===== src/design/pdbm_pkg.sv =====
// Shared constants, types and the log-fraction table of the peak-to-peak dB meter.
`timescale 1ns / 1ps
package pdbm_pkg;

   // Sample and table geometry.
   localparam int SAMPLE_BITS    = 10;
   localparam int SAMPLE_IN_BITS = SAMPLE_BITS + 1;
   localparam int LOG_TABLE_BITS = 6;
   localparam int LOG_TABLE_SIZE = 1 << LOG_TABLE_BITS;
   localparam int PTP_BITS       = 10;
   localparam int LIMIT_BITS     = 10;
   localparam int DB_BITS        = 16;
   localparam int CSR_INDEX_BITS = 1;
   localparam int CSR_DATA_BITS  = 16;

   // Leading-one position, log2 in Q16 and the scaled product.
   localparam int POS_BITS      = $clog2(SAMPLE_BITS);
   localparam int FRAC_BITS     = 16;
   localparam int L2_BITS       = POS_BITS + FRAC_BITS;
   localparam int DBO_BITS      = 19;
   localparam logic [DBO_BITS-1:0] DB_PER_OCTAVE_Q16 = DBO_BITS'(394566);
   localparam int PROD_BITS     = L2_BITS + DBO_BITS;
   localparam int ROUND_SHIFT   = 24;
   localparam int LVL_RAW_BITS  = PROD_BITS + 1 - ROUND_SHIFT;
   localparam int LVL_SUM_BITS  = ((LVL_RAW_BITS > DB_BITS) ? LVL_RAW_BITS : DB_BITS) + 2;

   // Register reset values.
   localparam logic [LIMIT_BITS-1:0]     VALID_LIMIT_RESET = LIMIT_BITS'(1023);
   localparam logic signed [DB_BITS-1:0] DB_OFFSET_RESET   = DB_BITS'(1066);

   // Register indexes on the configuration port.
   typedef enum logic [CSR_INDEX_BITS-1:0] {
      CSR_VALID_LIMIT = 1'b0,
      CSR_DB_OFFSET   = 1'b1
   } csr_index_type;

   // Result status codes.
   typedef enum logic [1:0] {
      STATUS_VALID     = 2'd0,
      STATUS_ZERO_SPAN = 2'd1,
      STATUS_EMPTY     = 2'd2
   } level_status_type;

   // Window extremes captured when a window closes.
   typedef struct packed {
      logic                      valid;
      logic                      seen;
      logic [SAMPLE_BITS-1:0]    win_max;
      logic [SAMPLE_IN_BITS-1:0] win_min;
   } close_type;

   // Span and unscaled level product, one stage later.
   typedef struct packed {
      logic                   valid;
      level_status_type       status;
      logic [SAMPLE_BITS-1:0] span;
      logic [PROD_BITS-1:0]   prod;
   } product_type;

   typedef logic [FRAC_BITS-1:0] log_table_type [LOG_TABLE_SIZE];

   // log2(1 + i/2^LOG_TABLE_BITS) in Q16, built bit by bit by repeated squaring of a
   // Q30 mantissa. Evaluated at elaboration only.
   function automatic log_table_type build_log_table();
      log_table_type        tbl;
      logic [63:0]          m;
      logic [FRAC_BITS-1:0] r;
      for (int i = 0; i < LOG_TABLE_SIZE; i++) begin
         m = 64'(LOG_TABLE_SIZE + i) << (30 - LOG_TABLE_BITS);
         r = '0;
         for (int k = 0; k < FRAC_BITS; k++) begin
            m = (m * m) >> 30;
            r = r << 1;
            if (m >= (64'd1 << 31)) begin
               r[0] = 1'b1;
               m    = m >> 1;
            end
         end
         tbl[i] = r;
      end
      return tbl;
   endfunction

   localparam log_table_type LOG_TABLE = build_log_table();

endpackage


===== src/design/pdbm_window.sv =====
// Window tracker: running maximum and minimum, captured when a window closes.
`timescale 1ns / 1ps
module pdbm_window (
   input  logic                              clock,
   input  logic                              reset,
   input  logic                              advance,
   input  logic                              req_valid,
   input  logic [pdbm_pkg::SAMPLE_IN_BITS-1:0] req_sample,
   input  logic                              req_last_in_window,
   input  logic [pdbm_pkg::LIMIT_BITS-1:0]   valid_limit,
   output pdbm_pkg::close_type               close_out
);
   import pdbm_pkg::*;

   localparam logic [SAMPLE_IN_BITS-1:0] MIN_RESET = SAMPLE_IN_BITS'(1) << SAMPLE_BITS;

   logic                      accept;
   logic                      sample_ok;
   logic [SAMPLE_BITS-1:0]    sample_low;
   logic [SAMPLE_BITS-1:0]    max_ff, max_in;
   logic [SAMPLE_IN_BITS-1:0] min_ff, min_in;
   logic                      seen_ff, seen_in;
   close_type                 close_ff, close_in;

   // A sample counts when it is within the limit and within the converter range.
   always_comb begin
      accept     = req_valid && advance;
      sample_low = req_sample[SAMPLE_BITS-1:0];
      sample_ok  = (req_sample[SAMPLE_BITS] == 1'b0) &&
                   (32'(req_sample) <= 32'(valid_limit));
   end

   // Updated extremes, including the beat being accepted.
   always_comb begin
      max_in  = max_ff;
      min_in  = min_ff;
      seen_in = seen_ff;
      if (accept && sample_ok) begin
         if (sample_low > max_ff) begin
            max_in = sample_low;
         end
         if (SAMPLE_IN_BITS'(sample_low) < min_ff) begin
            min_in = SAMPLE_IN_BITS'(sample_low);
         end
         seen_in = 1'b1;
      end
   end

   // Capture the closing extremes for the log stage.
   always_comb begin
      close_in = close_ff;
      if (advance) begin
         close_in.valid   = accept && req_last_in_window;
         close_in.seen    = seen_in;
         close_in.win_max = max_in;
         close_in.win_min = min_in;
      end
   end

   // Tracking state returns to its cleared values once a window closes.
   always_ff @(posedge clock) begin
      if (reset) begin
         max_ff  <= '0;
         min_ff  <= MIN_RESET;
         seen_ff <= 1'b0;
      end else if (accept && req_last_in_window) begin
         max_ff  <= '0;
         min_ff  <= MIN_RESET;
         seen_ff <= 1'b0;
      end else begin
         max_ff  <= max_in;
         min_ff  <= min_in;
         seen_ff <= seen_in;
      end
   end

   // Capture register; only the valid flag needs a reset.
   always_ff @(posedge clock) begin
      if (reset) begin
         close_ff.valid <= 1'b0;
      end else begin
         close_ff.valid <= close_in.valid;
      end
      close_ff.seen    <= close_in.seen;
      close_ff.win_max <= close_in.win_max;
      close_ff.win_min <= close_in.win_min;
   end

   assign close_out = close_ff;

endmodule


===== src/design/pdbm_log.sv =====
// Log stage: span, leading-one position, fraction lookup and the dB-scale product.
`timescale 1ns / 1ps
module pdbm_log (
   input  logic                  clock,
   input  logic                  reset,
   input  logic                  advance,
   input  pdbm_pkg::close_type   close_in,
   output pdbm_pkg::product_type product_out
);
   import pdbm_pkg::*;

   logic [SAMPLE_BITS-1:0]                span;
   logic [POS_BITS-1:0]                   pos;
   logic [SAMPLE_BITS+LOG_TABLE_BITS-1:0] aligned;
   logic [LOG_TABLE_BITS-1:0]             idx;
   logic [L2_BITS-1:0]                    log2_q16;
   level_status_type                      status;
   product_type                           prod_ff, prod_in;

   // Span and status of the closed window.
   always_comb begin
      span = close_in.win_max - close_in.win_min[SAMPLE_BITS-1:0];
      if (!close_in.seen) begin
         status = STATUS_EMPTY;
         span   = '0;
      end else if (span == '0) begin
         status = STATUS_ZERO_SPAN;
      end else begin
         status = STATUS_VALID;
      end
   end

   // Leading-one position; the highest set bit wins.
   always_comb begin
      pos = '0;
      for (int i = 0; i < SAMPLE_BITS; i++) begin
         if (span[i]) begin
            pos = POS_BITS'(i);
         end
      end
   end

   // The table index is the bits just below the leading one, zero padded at the bottom.
   always_comb begin
      aligned  = {span, {LOG_TABLE_BITS{1'b0}}} >> pos;
      idx      = aligned[LOG_TABLE_BITS-1:0];
      log2_q16 = {pos, LOG_TABLE[idx]};
   end

   // Scale by 20*log10(2) and register the product.
   always_comb begin
      prod_in = prod_ff;
      if (advance) begin
         prod_in.valid  = close_in.valid;
         prod_in.status = status;
         prod_in.span   = span;
         prod_in.prod   = PROD_BITS'(log2_q16) * PROD_BITS'(DB_PER_OCTAVE_Q16);
      end
   end

   always_ff @(posedge clock) begin
      if (reset) begin
         prod_ff.valid <= 1'b0;
      end else begin
         prod_ff.valid <= prod_in.valid;
      end
      prod_ff.status <= prod_in.status;
      prod_ff.span   <= prod_in.span;
      prod_ff.prod   <= prod_in.prod;
   end

   assign product_out = prod_ff;

endmodule


===== src/design/pdbm_level.sv =====
// Level stage: rounding, offset, saturation and the result register.
`timescale 1ns / 1ps
module pdbm_level (
   input  logic                                clock,
   input  logic                                reset,
   input  logic                                advance,
   input  pdbm_pkg::product_type               product_in,
   input  logic signed [pdbm_pkg::DB_BITS-1:0] db_offset,
   output logic                                rsp_valid,
   output logic [pdbm_pkg::PTP_BITS-1:0]       rsp_peak_to_peak,
   output logic signed [pdbm_pkg::DB_BITS-1:0] rsp_level_db_q8,
   output pdbm_pkg::level_status_type          rsp_level_status
);
   import pdbm_pkg::*;

   localparam logic [PROD_BITS:0] ROUND_HALF = (PROD_BITS + 1)'(1) << (ROUND_SHIFT - 1);
   localparam logic signed [LVL_SUM_BITS-1:0] LVL_MAX = LVL_SUM_BITS'(32767);
   localparam logic signed [LVL_SUM_BITS-1:0] LVL_MIN = -(LVL_SUM_BITS'(32768));
   localparam logic signed [DB_BITS-1:0]      DB_FLOOR = DB_BITS'(16'h8000);

   logic [PROD_BITS:0]               rounded_sum;
   logic [LVL_RAW_BITS-1:0]          rounded;
   logic signed [LVL_SUM_BITS-1:0]   level_sum;
   logic signed [DB_BITS-1:0]        level;
   logic                             valid_ff, valid_in;
   logic [PTP_BITS-1:0]              ptp_ff, ptp_in;
   logic signed [DB_BITS-1:0]        level_ff, level_in;
   level_status_type                 status_ff, status_in;

   // Round half up to Q8, add the offset and saturate; flagged windows read the floor.
   always_comb begin
      rounded_sum = (PROD_BITS + 1)'(product_in.prod) + ROUND_HALF;
      rounded     = rounded_sum[PROD_BITS:ROUND_SHIFT];
      level_sum   = $signed(LVL_SUM_BITS'(rounded)) + LVL_SUM_BITS'(db_offset);
      if (product_in.status != STATUS_VALID) begin
         level = DB_FLOOR;
      end else if (level_sum > LVL_MAX) begin
         level = LVL_MAX[DB_BITS-1:0];
      end else if (level_sum < LVL_MIN) begin
         level = LVL_MIN[DB_BITS-1:0];
      end else begin
         level = level_sum[DB_BITS-1:0];
      end
   end

   // Result register loads whenever the pipeline moves.
   always_comb begin
      valid_in  = valid_ff;
      ptp_in    = ptp_ff;
      level_in  = level_ff;
      status_in = status_ff;
      if (advance) begin
         valid_in  = product_in.valid;
         ptp_in    = product_in.span[PTP_BITS-1:0];
         level_in  = level;
         status_in = product_in.status;
      end
   end

   always_ff @(posedge clock) begin
      if (reset) begin
         valid_ff <= 1'b0;
      end else begin
         valid_ff <= valid_in;
      end
      ptp_ff    <= ptp_in;
      level_ff  <= level_in;
      status_ff <= status_in;
   end

   assign rsp_valid        = valid_ff;
   assign rsp_peak_to_peak = ptp_ff;
   assign rsp_level_db_q8  = level_ff;
   assign rsp_level_status = status_ff;

endmodule


===== src/design/window_peak_to_peak_db_meter.sv =====
// Top level of the windowed peak-to-peak sound level meter.
`timescale 1ns / 1ps
// The meter takes one sample beat per cycle and tracks the maximum and minimum of the
// accepted samples of the current window; samples above valid_limit, or flagged as
// spurious, are ignored, but their window flag still closes the window. The beat that
// closes a window yields one result beat from the last stage: the peak-to-peak span and
// 20*log10(span) plus db_offset_q8 in signed Q8 dB, saturating, with a status code for a
// zero span or an empty window. The three stages (window capture, log and multiply,
// rounding and offset) move together, so a stalled result holds the whole pipeline and
// the input is stalled only in those cycles. Configuration writes are always ready.
module window_peak_to_peak_db_meter (
   input  logic                                 clock,
   input  logic                                 reset,
   input  logic                                 req_valid,
   output logic                                 req_stall,
   input  logic [pdbm_pkg::SAMPLE_IN_BITS-1:0]  req_sample,
   input  logic                                 req_last_in_window,
   output logic                                 rsp_valid,
   input  logic                                 rsp_stall,
   output logic [pdbm_pkg::PTP_BITS-1:0]        rsp_peak_to_peak,
   output logic signed [pdbm_pkg::DB_BITS-1:0]  rsp_level_db_q8,
   output pdbm_pkg::level_status_type           rsp_level_status,
   input  logic                                 csr_valid,
   output logic                                 csr_ready,
   input  logic [pdbm_pkg::CSR_INDEX_BITS-1:0]  csr_index,
   input  logic [pdbm_pkg::CSR_DATA_BITS-1:0]   csr_wdata
);
   import pdbm_pkg::*;

   logic                         advance;
   logic [LIMIT_BITS-1:0]        valid_limit_ff;
   logic signed [DB_BITS-1:0]    db_offset_ff;
   close_type                    close_bus;
   product_type                  product_bus;

   // The pipeline moves unless a result waits on a stalled receiver.
   always_comb begin
      advance   = !(rsp_valid && rsp_stall);
      req_stall = !advance;
      csr_ready = 1'b1;
   end

   // Configuration registers.
   always_ff @(posedge clock) begin
      if (reset) begin
         valid_limit_ff <= VALID_LIMIT_RESET;
         db_offset_ff   <= DB_OFFSET_RESET;
      end else if (csr_valid && csr_ready) begin
         unique case (csr_index)
            CSR_VALID_LIMIT: valid_limit_ff <= csr_wdata[LIMIT_BITS-1:0];
            CSR_DB_OFFSET:   db_offset_ff   <= $signed(csr_wdata[DB_BITS-1:0]);
         endcase
      end
   end

   pdbm_window u_window (
      .clock              (clock),
      .reset              (reset),
      .advance            (advance),
      .req_valid          (req_valid),
      .req_sample         (req_sample),
      .req_last_in_window (req_last_in_window),
      .valid_limit        (valid_limit_ff),
      .close_out          (close_bus)
   );

   pdbm_log u_log (
      .clock       (clock),
      .reset       (reset),
      .advance     (advance),
      .close_in    (close_bus),
      .product_out (product_bus)
   );

   pdbm_level u_level (
      .clock            (clock),
      .reset            (reset),
      .advance          (advance),
      .product_in       (product_bus),
      .db_offset        (db_offset_ff),
      .rsp_valid        (rsp_valid),
      .rsp_peak_to_peak (rsp_peak_to_peak),
      .rsp_level_db_q8  (rsp_level_db_q8),
      .rsp_level_status (rsp_level_status)
   );

endmodule


===== config.mk =====
export PLATFORM = sky130hd
export DESIGN_NAME = window_peak_to_peak_db_meter
export DESIGN_NICKNAME = d
export VERILOG_FILES = /design/src/design/pdbm_pkg.sv /design/src/design/pdbm_window.sv /design/src/design/pdbm_log.sv /design/src/design/pdbm_level.sv /design/src/design/window_peak_to_peak_db_meter.sv
export SDC_FILE = /design/constraint.sdc
export NUM_CORES = 1
export LEC_CHECK = 0
export ABC_AREA = 1
export BUFFER_PORTS_ARGS = -buffer_cell sky130_fd_sc_hd__buf_2
export CORE_AREA = 2 2 149 151
export DETAILED_ROUTE_END_ITERATION = 16
export DIE_AREA = 0 0 151 153
export PLACE_DENSITY = 0.81
export SLEW_MARGIN = 20
export SYNTH_ARGS = -nofsm -noshare
export SYNTH_HDL_FRONTEND = slang
export SYNTH_SLANG_ARGS = --single-unit

===== constraint.sdc =====
create_clock -name clock -period 10.1 [get_ports clock]
set_input_delay 1.01 -clock clock [delete_from_list [all_inputs] [get_ports clock]]
set_output_delay 1.01 -clock clock [all_outputs]
set_load 0.05 [all_outputs]

After elaboration in Yosys (flattened, before gate mapping)
Memory sizes are Yosys's and may differ from the RTL's. Index checks and enable logic that the tools add are counted.

Flip-flop bits (word level): 150. ROM bits: 1024. Word-level logic and storage cells: 63. Memories kept: 1. Output and inout port bits: 31. Input port bits: 34.

Memories: (no name shown) (depth 64, width 16, read ports 1, clocked after Yosys merged registers in 0, write ports 0, line pdbm_log.sv:47) `log2_q16 = {pos, LOG_TABLE[idx]};`.

Shift operators: 1. Bitwise logic cells: 3. Add/sub/neg operators: 3. Magnitude comparators: 6. Reductions and logical operators: 11. Multiply operators: 1. Multiplexer cells: 20.

Operator list (count): 2-to-1 mux 16 bit (4); adder 39 x 24 -> 40 bit (second input constant) (1); multiplier 20 x 18 -> 38 bit (second input constant) (1); 2-to-1 mux 10 bit (3); 2-to-1 mux 11 bit (2); adder 17 x 16 -> 18 bit (1); greater-than comparator 18 x 16 -> 1 bit (second input constant) (1); less-than comparator 18 x 16 -> 1 bit (second input constant) (1); >> shifter 16 x 4 -> 6 bit (1); 2-to-1 mux 3 bit (4); <= comparator 11 x 10 -> 1 bit (1); less-than comparator 10 x 11 -> 1 bit (1); greater-than comparator 10 bit (1); zero test 10 bit (1); subtractor 10 bit (1); 2-to-1 mux 4 bit (2); >= comparator 7 bit (second input constant) (1); inverter 6 -> 7 bit (1); logical AND 1 bit (5); 2-to-1 mux 2 bit (2); AND reduction 2 bit (2); 2-to-1 mux 1 bit (3); inverter 1 bit (2); nonzero test 2 bit (1); other kinds (2) (2).

Logic depth before layout (Yosys ltp)
Gate-level depths: netlist of run 1.

Word-level depth: 17. Depth in mapped cells: 49. Gate-level depth less buffers: 49.

Hierarchy
A second synthesis of run 1 with hierarchy kept.

Cells, all modules: 1979. Area, all modules: 15547.4 µm².

By module, submodules not included: pdbm_log (area an instance 9369.0 µm², seq. area each 1521.5 µm², cells each 1167, instances 1); pdbm_window (area an instance 2733.9 µm², seq. area each 1121.1 µm², cells each 351, instances 1); pdbm_level (area an instance 2412.3 µm², seq. area each 860.8 µm², cells each 318, instances 1); window_peak_to_peak_db_meter (area an instance 1032.2 µm², seq. area each 520.5 µm², cells each 143, instances 1).

Worst setup path after synthesis of run 1
No wires, ideal clock.

Path type: register -> register. From: register u_window.close_ff, in the netlist u_window.close_out[11]. To: register u_log.prod_ff, in the netlist u_log.product_out[35], data pin. Setup time: 0.260 ns. Clock period less this slack: 7.635 ns. Stages on the path, launching flop included: 43. Data arrival time: 7.375 ns. Buffers on the path: 1. Setup slack: 2.465 ns. Path through: edfxtp_1 -> inv_1 -> ha_1 -> inv_1 -> fa_1 -> nand3_1 -> nand2_1 -> nand2_1 -> nand2_1 -> nand2_1 -> nand3_1 -> nand2_1 -> nand2_2 -> nand2_4 -> nand2_4 -> buf_6 -> nand2_1 -> nand3_1 -> [... 7 more ...] -> a21oi_1 -> ha_1 -> ha_1 -> fa_1 -> fa_1 -> fa_1 -> inv_1 -> fa_1 -> inv_1 -> ha_1 -> a21o_1 -> nor2_1 -> o21ai_0 -> a21oi_1 -> o21ai_0 -> nand2_1 -> nand2_1 -> xor2_1.

Word-level cells in the longest chain between the ends: 17.

Ends and longest elaborated chain: from (decl) (line pdbm_window.sv:23) `close_type close_ff, close_in;`; subtractor 10 bit * (line pdbm_log.sv:22) `span = close_in.win_max - close_in.win_min[SAMPLE_BITS-1:0];`; 2-to-1 mux 10 bit * (line pdbm_log.sv:23) `if (!close_in.seen) begin`; 2-to-1 mux 1 bit (line pdbm_log.sv:37) `if (span[i]) begin`; 2-to-1 mux 2 bit (2 in series) (line pdbm_log.sv:37); 2-to-1 mux 3 bit (4 in series) (line pdbm_log.sv:37); 2-to-1 mux 4 bit (2 in series) (line pdbm_log.sv:37); >> shifter 16 x 4 -> 6 bit (line pdbm_log.sv:45) `aligned = {span, {LOG_TABLE_BITS{1'b0}}} >> pos;`; inverter 6 -> 7 bit (implied by the code) (line pdbm_log.sv:47); memory read (64 x 16 bit); 2-to-1 mux 16 bit (implied by the code) (2 in series) (line pdbm_log.sv:47); multiplier 20 x 18 -> 38 bit * (line pdbm_log.sv:57) `prod_in.prod = PROD_BITS'(log2_q16) * PROD_BITS'(DB_PER_OCTAVE_Q16);`; to (decl) (line pdbm_log.sv:18) `product_type prod_ff, prod_in;`.

Every way passes the cells marked *; elsewhere a longest branch is shown, timed or not. The select of a mux whose other input is x is not followed. A chain may end at the register's enable or synchronous reset.

Worst setup path in the final report of run 1
From: register u_window.close_ff, in the netlist u_window.close_out[13]. To: register u_log.prod_ff, in the netlist u_log.product_out[35], data pin.

Word-level cells in the longest chain between the ends: 16.

Ends and longest elaborated chain (line): subtractor 10 bit * (pdbm_log.sv:22); 2-to-1 mux 10 bit * (pdbm_log.sv:23); 2-to-1 mux 2 bit (2 in series) (pdbm_log.sv:37); 2-to-1 mux 3 bit (4 in series) (pdbm_log.sv:37); 2-to-1 mux 4 bit (2 in series) (pdbm_log.sv:37); >> shifter 16 x 4 -> 6 bit (pdbm_log.sv:45); inverter 6 -> 7 bit (implied by the code) (pdbm_log.sv:47); memory read (64 x 16 bit); 2-to-1 mux 16 bit (implied by the code) (2 in series) (pdbm_log.sv:47); multiplier 20 x 18 -> 38 bit * (pdbm_log.sv:57).

Marked as above.

==> results.json, run 1 <==
{
  "crit_arrival_ns": 9.57,
  "synth.largest_area_cell": "sky130_fd_sc_hd__ha_1",
  "seqCellArea_um2": 3330,
  "sequential_element_share_of_the_synthesized_area": 0.247,
  "final_common_cell": "sky130_fd_sc_hd__inv_1",
  "clock_sinks": 128,
  "drc": 0,
  "ctsHoldBuffers": 0,
  "core.rowCount": 54,
  "wire_length_of_the_first_global_routing_pass_um": 56700,
  "critical_path.max_fanout": 29,
  "final_antenna_net_count": 0,
  "clk_transition_reported_paths_ns": 0.06,
  "postSynthNetCount": 1995,
  "slew_viol_final": 0,
  "floorplan.die.height_um": 153,
  "layout-drive-gt1-share": 0.0831,
  "grt_pass1_vias": 11424,
  "io_buffers": 63,
  "post-route-util": 0.678,
  "number_of_synthesized_register_bits": 128,
  "routed_wl_um": 34200,
  "avg_inst_size_synth_um2": 8.13,
  "detailroute.via_count": 11659,
  "critPathLaunchType": "register",
  "coreArea_um2": 21500,
  "finish.net_count": 2044,
  "synthesized_cell_area_um2": 13500,
  "outcome": "finished, final reports clean",
  "period_share": 0.931,
  "timing.critical_path.max_delay_family": "adder cells",
  "antenna_found_initial": 0,
  "synth_cell_type_count": 50,
  "initial_core_util": 0.628,
  "most-common-layout-cells": "sky130_fd_sc_hd__inv_1 (296), sky130_fd_sc_hd__nand2_1 (275), sky130_fd_sc_hd__ha_1 (235)",
  "clockBufferDepth": 2,
  "drv_cap": 0,
  "worst_slew_pin_slew_ns": 1.01,
  "synth.area.top_cells": "sky130_fd_sc_hd__ha_1 (22%), sky130_fd_sc_hd__edfxtp_1 (17%), sky130_fd_sc_hd__fa_1 (10%)",
  "post-cts-setup-buffers": 0,
  "setup.worst_path.end_class": "register",
  "cp.required_ns": 10.27,
  "area.growth.synth_to_final_pct": 8.09,
  "grt_start_max_net_pins": 80,
  "antenna-diode-count": 0,
  "tritoncts.num_buffers": 17,
  "gr-total-overflow": 0,
  "wire_per_inst_um": 17.1,
  "fp.dieW_um": 151,
  "drt_pre_antenna_iters": 10,
  "cts_root_buf": "sky130_fd_sc_hd__clkbuf_16",
  "place.detailed.hpwl_um": 27200,
  "cp_num_buf_inv": 3,
  "yosys.area.top_type_share": 0.218,
  "post_cts_resized": 0,
  "maxSlewHeadroom": 0.324,
  "synth-async-reset-ratio": 0,
  "routed_via_density": 5.83,
  "min_period_ns": 9.41,
  "rsz0062_at_grt": "false",
  "worstHoldPathType": "reg2reg",
  "i_o_pin_count": 65,
  "fin_setup_tns_ns": 0,
  "die_area_um2": 23100,
  "yosysWarnings": 0,
  "htree_num_levels": 4,
  "finalHoldViolations": 0,
  "ys.flop_type": "sky130_fd_sc_hd__edfxtp_1",
  "setup-violations-final": 0,
  "critPathLaunch": "u_window.close_out[13]$_DFFE_PN_",
  "clock_insertion_delay_worst_skew_ns": 0.43,
  "synth_edf_count": 77,
  "regToRegStartpoint": "u_window.close_out[13]$_DFFE_PN_",
  "finalWeightedCongestion": 0.979,
  "drt_iter0_drc": 1100,
  "maxClockFrequency_mhz": 106,
  "finClkSkew_ns": 0.00898,
  "multiInputGateArea_um2": 8780,
  "timing_worst_setup_path_type": "reg2reg",
  "fill_cells": 1786,
  "min-delay-start": "u_log.product_out[46]$_DFFE_PN_",
  "cts_tree": "built",
  "critical-path-slowest-cell": "sky130_fd_sc_hd__nor2_2",
  "syn_inst": 1658,
  "groute.usage.overall": 0.311,
  "cp_slowest_stage_delay_ns": 0.60
}
## final timing paths
kind / slack [ns] / endpoint / depth (start not counted)
setup / recovery: 0.69 / u_log.product_out[35]$_DFFE_PN_ / 33
hold / removal: 0.42 / u_level.rsp_peak_to_peak[7]$_DFFE_PN_ / 0
setup reg to reg: 0.69 / u_log.product_out[35]$_DFFE_PN_ / 33
hold reg to reg: 0.42 / u_level.rsp_peak_to_peak[7]$_DFFE_PN_ / 0
## logic make-up after synthesis
family                     after synthesis  share of synthesized area
DFF                                    128                      0.247
buffers and inverters                  344                      0.103
AOI/OAI and AO/OA                      248                      0.105
adders and majority gates              303                      0.319
and+or+nand+nor                        585                      0.194
other                                    1                   0.000278
xor gates and xnor gates                49                     0.0318
## final cells by class
class,instances,share of cell area
clock inverters,12,0.0113
multi-input cells,1186,0.602
repair buffers,68,0.0242
inverters,306,0.0790
well taps,280,0.0240
flip-flops and latches,128,0.229
clock buffers,20,0.0306
## cell usage after synthesis, types with 2 or more instances
cell type and number:
sky130_fd_sc_hd__nor3b_1 2, sky130_fd_sc_hd__buf_6 6, sky130_fd_sc_hd__nor3_1 7, sky130_fd_sc_hd__nor4_1 4, sky130_fd_sc_hd__o211ai_1 15, sky130_fd_sc_hd__nor2_2 3
sky130_fd_sc_hd__a21o_1 7, sky130_fd_sc_hd__nand2_2 11, sky130_fd_sc_hd__o21bai_1 6, sky130_fd_sc_hd__nor2_1 100, sky130_fd_sc_hd__nand4_1 11, sky130_fd_sc_hd__buf_2 7
sky130_fd_sc_hd__edfxtp_1 77, sky130_fd_sc_hd__ha_1 235, sky130_fd_sc_hd__inv_2 8, sky130_fd_sc_hd__dfxtp_1 51, sky130_fd_sc_hd__a211oi_1 22, sky130_fd_sc_hd__inv_1 296
sky130_fd_sc_hd__nand3_1 149, sky130_fd_sc_hd__buf_4 10, sky130_fd_sc_hd__o21ai_1 7, sky130_fd_sc_hd__nand3b_1 3, sky130_fd_sc_hd__o21ai_0 73, sky130_fd_sc_hd__a221oi_1 2
sky130_fd_sc_hd__a21oi_1 105, sky130_fd_sc_hd__xor2_1 35, sky130_fd_sc_hd__xnor2_1 14, sky130_fd_sc_hd__nand2_4 3, sky130_fd_sc_hd__clkbuf_1 15, sky130_fd_sc_hd__o21ai_2 2
sky130_fd_sc_hd__fa_1 68, sky130_fd_sc_hd__and3_1 2, sky130_fd_sc_hd__nand3_2 10, sky130_fd_sc_hd__nand2_1 276
## registers in the layout, summed over array words and instances, names as in the netlist
register                  flops
u_window.max_ff              10
u_level.rsp_peak_to_peak     10
db_offset_ff                 16
u_log.product_out            29
u_window.close_out           22
u_level.rsp_level_status      2
valid_limit_ff               10
u_window.seen_ff              1
u_level.rsp_valid             1
u_level.rsp_level_db_q8      16
u_window.min_ff              11
## stage by stage
stage	std cells	hold WS, ns	worst slack, ns	instance area, µm²
4_1_cts	2000	0.414	0.890	14600
3_5_place_dp	1968	0.405	0.921	14000
5_1_grt	2000	0.424	0.115	14600
3_3_place_gp	1968	0.403	1.05	14000
6_report	2000	0.416	0.693	14600
2_1_floorplan	1658	0.400	2.47	13500
## per-layer routing
layer | track usage | share of wire | up-vias | routed length (µm)
li1 | - | - | 5586 | -
met1 | 0.437 | 0.43 | 5455 | 14800
met2 | 0.491 | 0.46 | 518 | 15600
met3 | 0.0430 | 0.078 | 100 | 2690
met4 | 0.109 | 0.032 | 0 | 1100
met5 | 0 | 0 | - | 0
Power of run 1 is not shown: default switching activity piles up to over one toggle a cycle in this logic, so the estimate is an artifact.
==> run 2: changes to the inputs <==
--- a/config.mk
+++ b/config.mk
@@ -8,6 +8,7 @@
 export ABC_AREA = 1
 export BUFFER_PORTS_ARGS = -buffer_cell sky130_fd_sc_hd__buf_2
 export CORE_AREA = 2 2 149 151
+export CTS_BUF_LIST = sky130_fd_sc_hd__clkbuf_16
 export DETAILED_ROUTE_END_ITERATION = 16
 export DIE_AREA = 0 0 151 153
 export PLACE_DENSITY = 0.81
==> run 2 against run 1 <==
Compared with the run above:
- critical path depth unchanged
- core utilization about the same
- final cell count unchanged
- global-route usage about the same
- sequential share of layout area about the same
- routed wire length about the same
- maximum frequency up 0.36%
- worst hold slack about the same
- die area unchanged
- worst setup slack better by 0.034 ns
- flip-flop and latch count unchanged
==> results.json, run 2 (synthesis results as in run 1) <==
{
  "wire_per_inst_um": 17.1,
  "crit_arrival_ns": 9.54,
  "clock_sinks": 128,
  "worst_slew_pin_slew_ns": 1.02,
  "critical-path-slowest-cell": "sky130_fd_sc_hd__nor2_2",
  "place.detailed.hpwl_um": 27200,
  "fill_cells": 1790,
  "wire_length_of_the_first_global_routing_pass_um": 56700,
  "most-common-layout-cells": "sky130_fd_sc_hd__inv_1 (298), sky130_fd_sc_hd__nand2_1 (275), sky130_fd_sc_hd__ha_1 (235)",
  "finish.net_count": 2044,
  "drv_cap": 0,
  "antenna-diode-count": 0,
  "gr-total-overflow": 0,
  "area.growth.synth_to_final_pct": 8.02,
  "core.rowCount": 54,
  "fin_setup_tns_ns": 0,
  "period_share": 0.928,
  "die_area_um2": 23100,
  "grt_start_max_net_pins": 80,
  "critical_path.max_fanout": 29,
  "finalWeightedCongestion": 0.979,
  "drt_iter0_drc": 1195,
  "worstHoldPathType": "reg2reg",
  "holdPathStages": 0,
  "cp.required_ns": 10.27,
  "final_antenna_net_count": 0,
  "layout-drive-gt1-share": 0.0826,
  "groute.usage.overall": 0.311,
  "post_cts_resized": 0,
  "critPathLaunchType": "register",
  "setup.worst_path.end_class": "register",
  "cts_tree": "built",
  "maxSlewHeadroom": 0.320,
  "routed_via_density": 5.81,
  "clock_insertion_delay_worst_skew_ns": 0.43,
  "io_buffers": 63,
  "cp_slowest_stage_delay_ns": 0.60,
  "post-cts-setup-buffers": 0,
  "finalHoldViolations": 0,
  "floorplan.die.height_um": 153,
  "cts_root_buf": "sky130_fd_sc_hd__clkbuf_16",
  "finClkSkew_ns": 0.00802,
  "timing_worst_setup_path_type": "reg2reg",
  "slew_viol_final": 0,
  "tritoncts.num_buffers": 17,
  "htree_num_levels": 4,
  "min_period_ns": 9.37,
  "ctsHoldBuffers": 0,
  "outcome": "finished, final reports clean",
  "maxClockFrequency_mhz": 107,
  "clk_transition_reported_paths_ns": 0.05,
  "drt_pre_antenna_iters": 5,
  "coreArea_um2": 21500,
  "fp.dieW_um": 151,
  "rsz0062_at_grt": "false",
  "final_common_cell": "sky130_fd_sc_hd__inv_1",
  "grt_pass1_vias": 11427,
  "detailroute.via_count": 11626,
  "largest_register_ffs": 29,
  "i_o_pin_count": 65,
  "antenna_found_initial": 0,
  "drc": 0,
  "setup-violations-final": 0,
  "clockBufferDepth": 2,
  "routed_wl_um": 34300,
  "rr_worst_depth": 33,
  "initial_core_util": 0.628
}
[run 2: cell count changes in the layout (fill, tap and decap cells not counted), sizes merged]
cell,previous run,this run
clkbuf,20,17
inv,305,307
clkinv,8,9
[run 2: worst max-delay path: cells and delay by family, from the launching register on]
kind                     cells  cell delay [ns]
buffers and inverters        3             0.31
AND/OR/NAND/NOR             14             3.09
adder cells (fa/ha/maj)      8             3.54
XOR/XNOR                     1             0.15
flip-flops                   1             0.36
AO/OA/AOI/OAI                7             1.63
[run 2: metal layers]
metal | share of wire | track usage | wire (µm) | vias to the layer above
met2 | 0.45 | 0.491 | 15600 | 490
met5 | 0 | 0 | 0 | -
met4 | 0.033 | 0.101 | 1120 | 0
li1 | - | - | - | 5584
met1 | 0.44 | 0.438 | 14900 | 5459
met3 | 0.077 | 0.0466 | 2640 | 93
[run 2: final cells by class]
cell class / count / area [µm²] / area share
clock buffer: 17 / 425 / 0.0292
timing repair buffer: 68 / 353 / 0.0242
multi-input combinational: 1186 / 8780 / 0.603
clock inverter: 15 / 176 / 0.0121
tap: 280 / 350 / 0.0241
sequential: 128 / 3330 / 0.229
inverter: 306 / 1150 / 0.0790
[run 2: final timing paths]
| path | slack (ns) | from | end |
|---|---|---|---|
| max | 0.73 | u_window.close_out[13]$_DFFE_PN_ | u_log.product_out[35]$_DFFE_PN_ |
| min | 0.42 | u_log.product_out[46]$_DFFE_PN_ | u_level.rsp_peak_to_peak[7]$_DFFE_PN_ |
| max reg2reg | 0.73 | u_window.close_out[13]$_DFFE_PN_ | u_log.product_out[35]$_DFFE_PN_ |
| min reg2reg | 0.42 | u_log.product_out[46]$_DFFE_PN_ | u_level.rsp_peak_to_peak[7]$_DFFE_PN_ |
[run 2: stage by stage]
stage / util / hold slack [ns] / instances / setup WS (ns) / cell area (µm²)
floorplan: - / 0.400 / 1658 / 2.47 / 13500
global placement: 0.650 / 0.403 / 1968 / 1.05 / 14000
detailed placement: 0.650 / 0.405 / 1968 / 0.921 / 14000
CTS: 0.678 / 0.414 / 2000 / 0.890 / 14600
global route: 0.678 / 0.424 / 2000 / 0.114 / 14600
finish: 0.678 / 0.416 / 2000 / 0.727 / 14600
Power of run 2 is left out for the same reason.
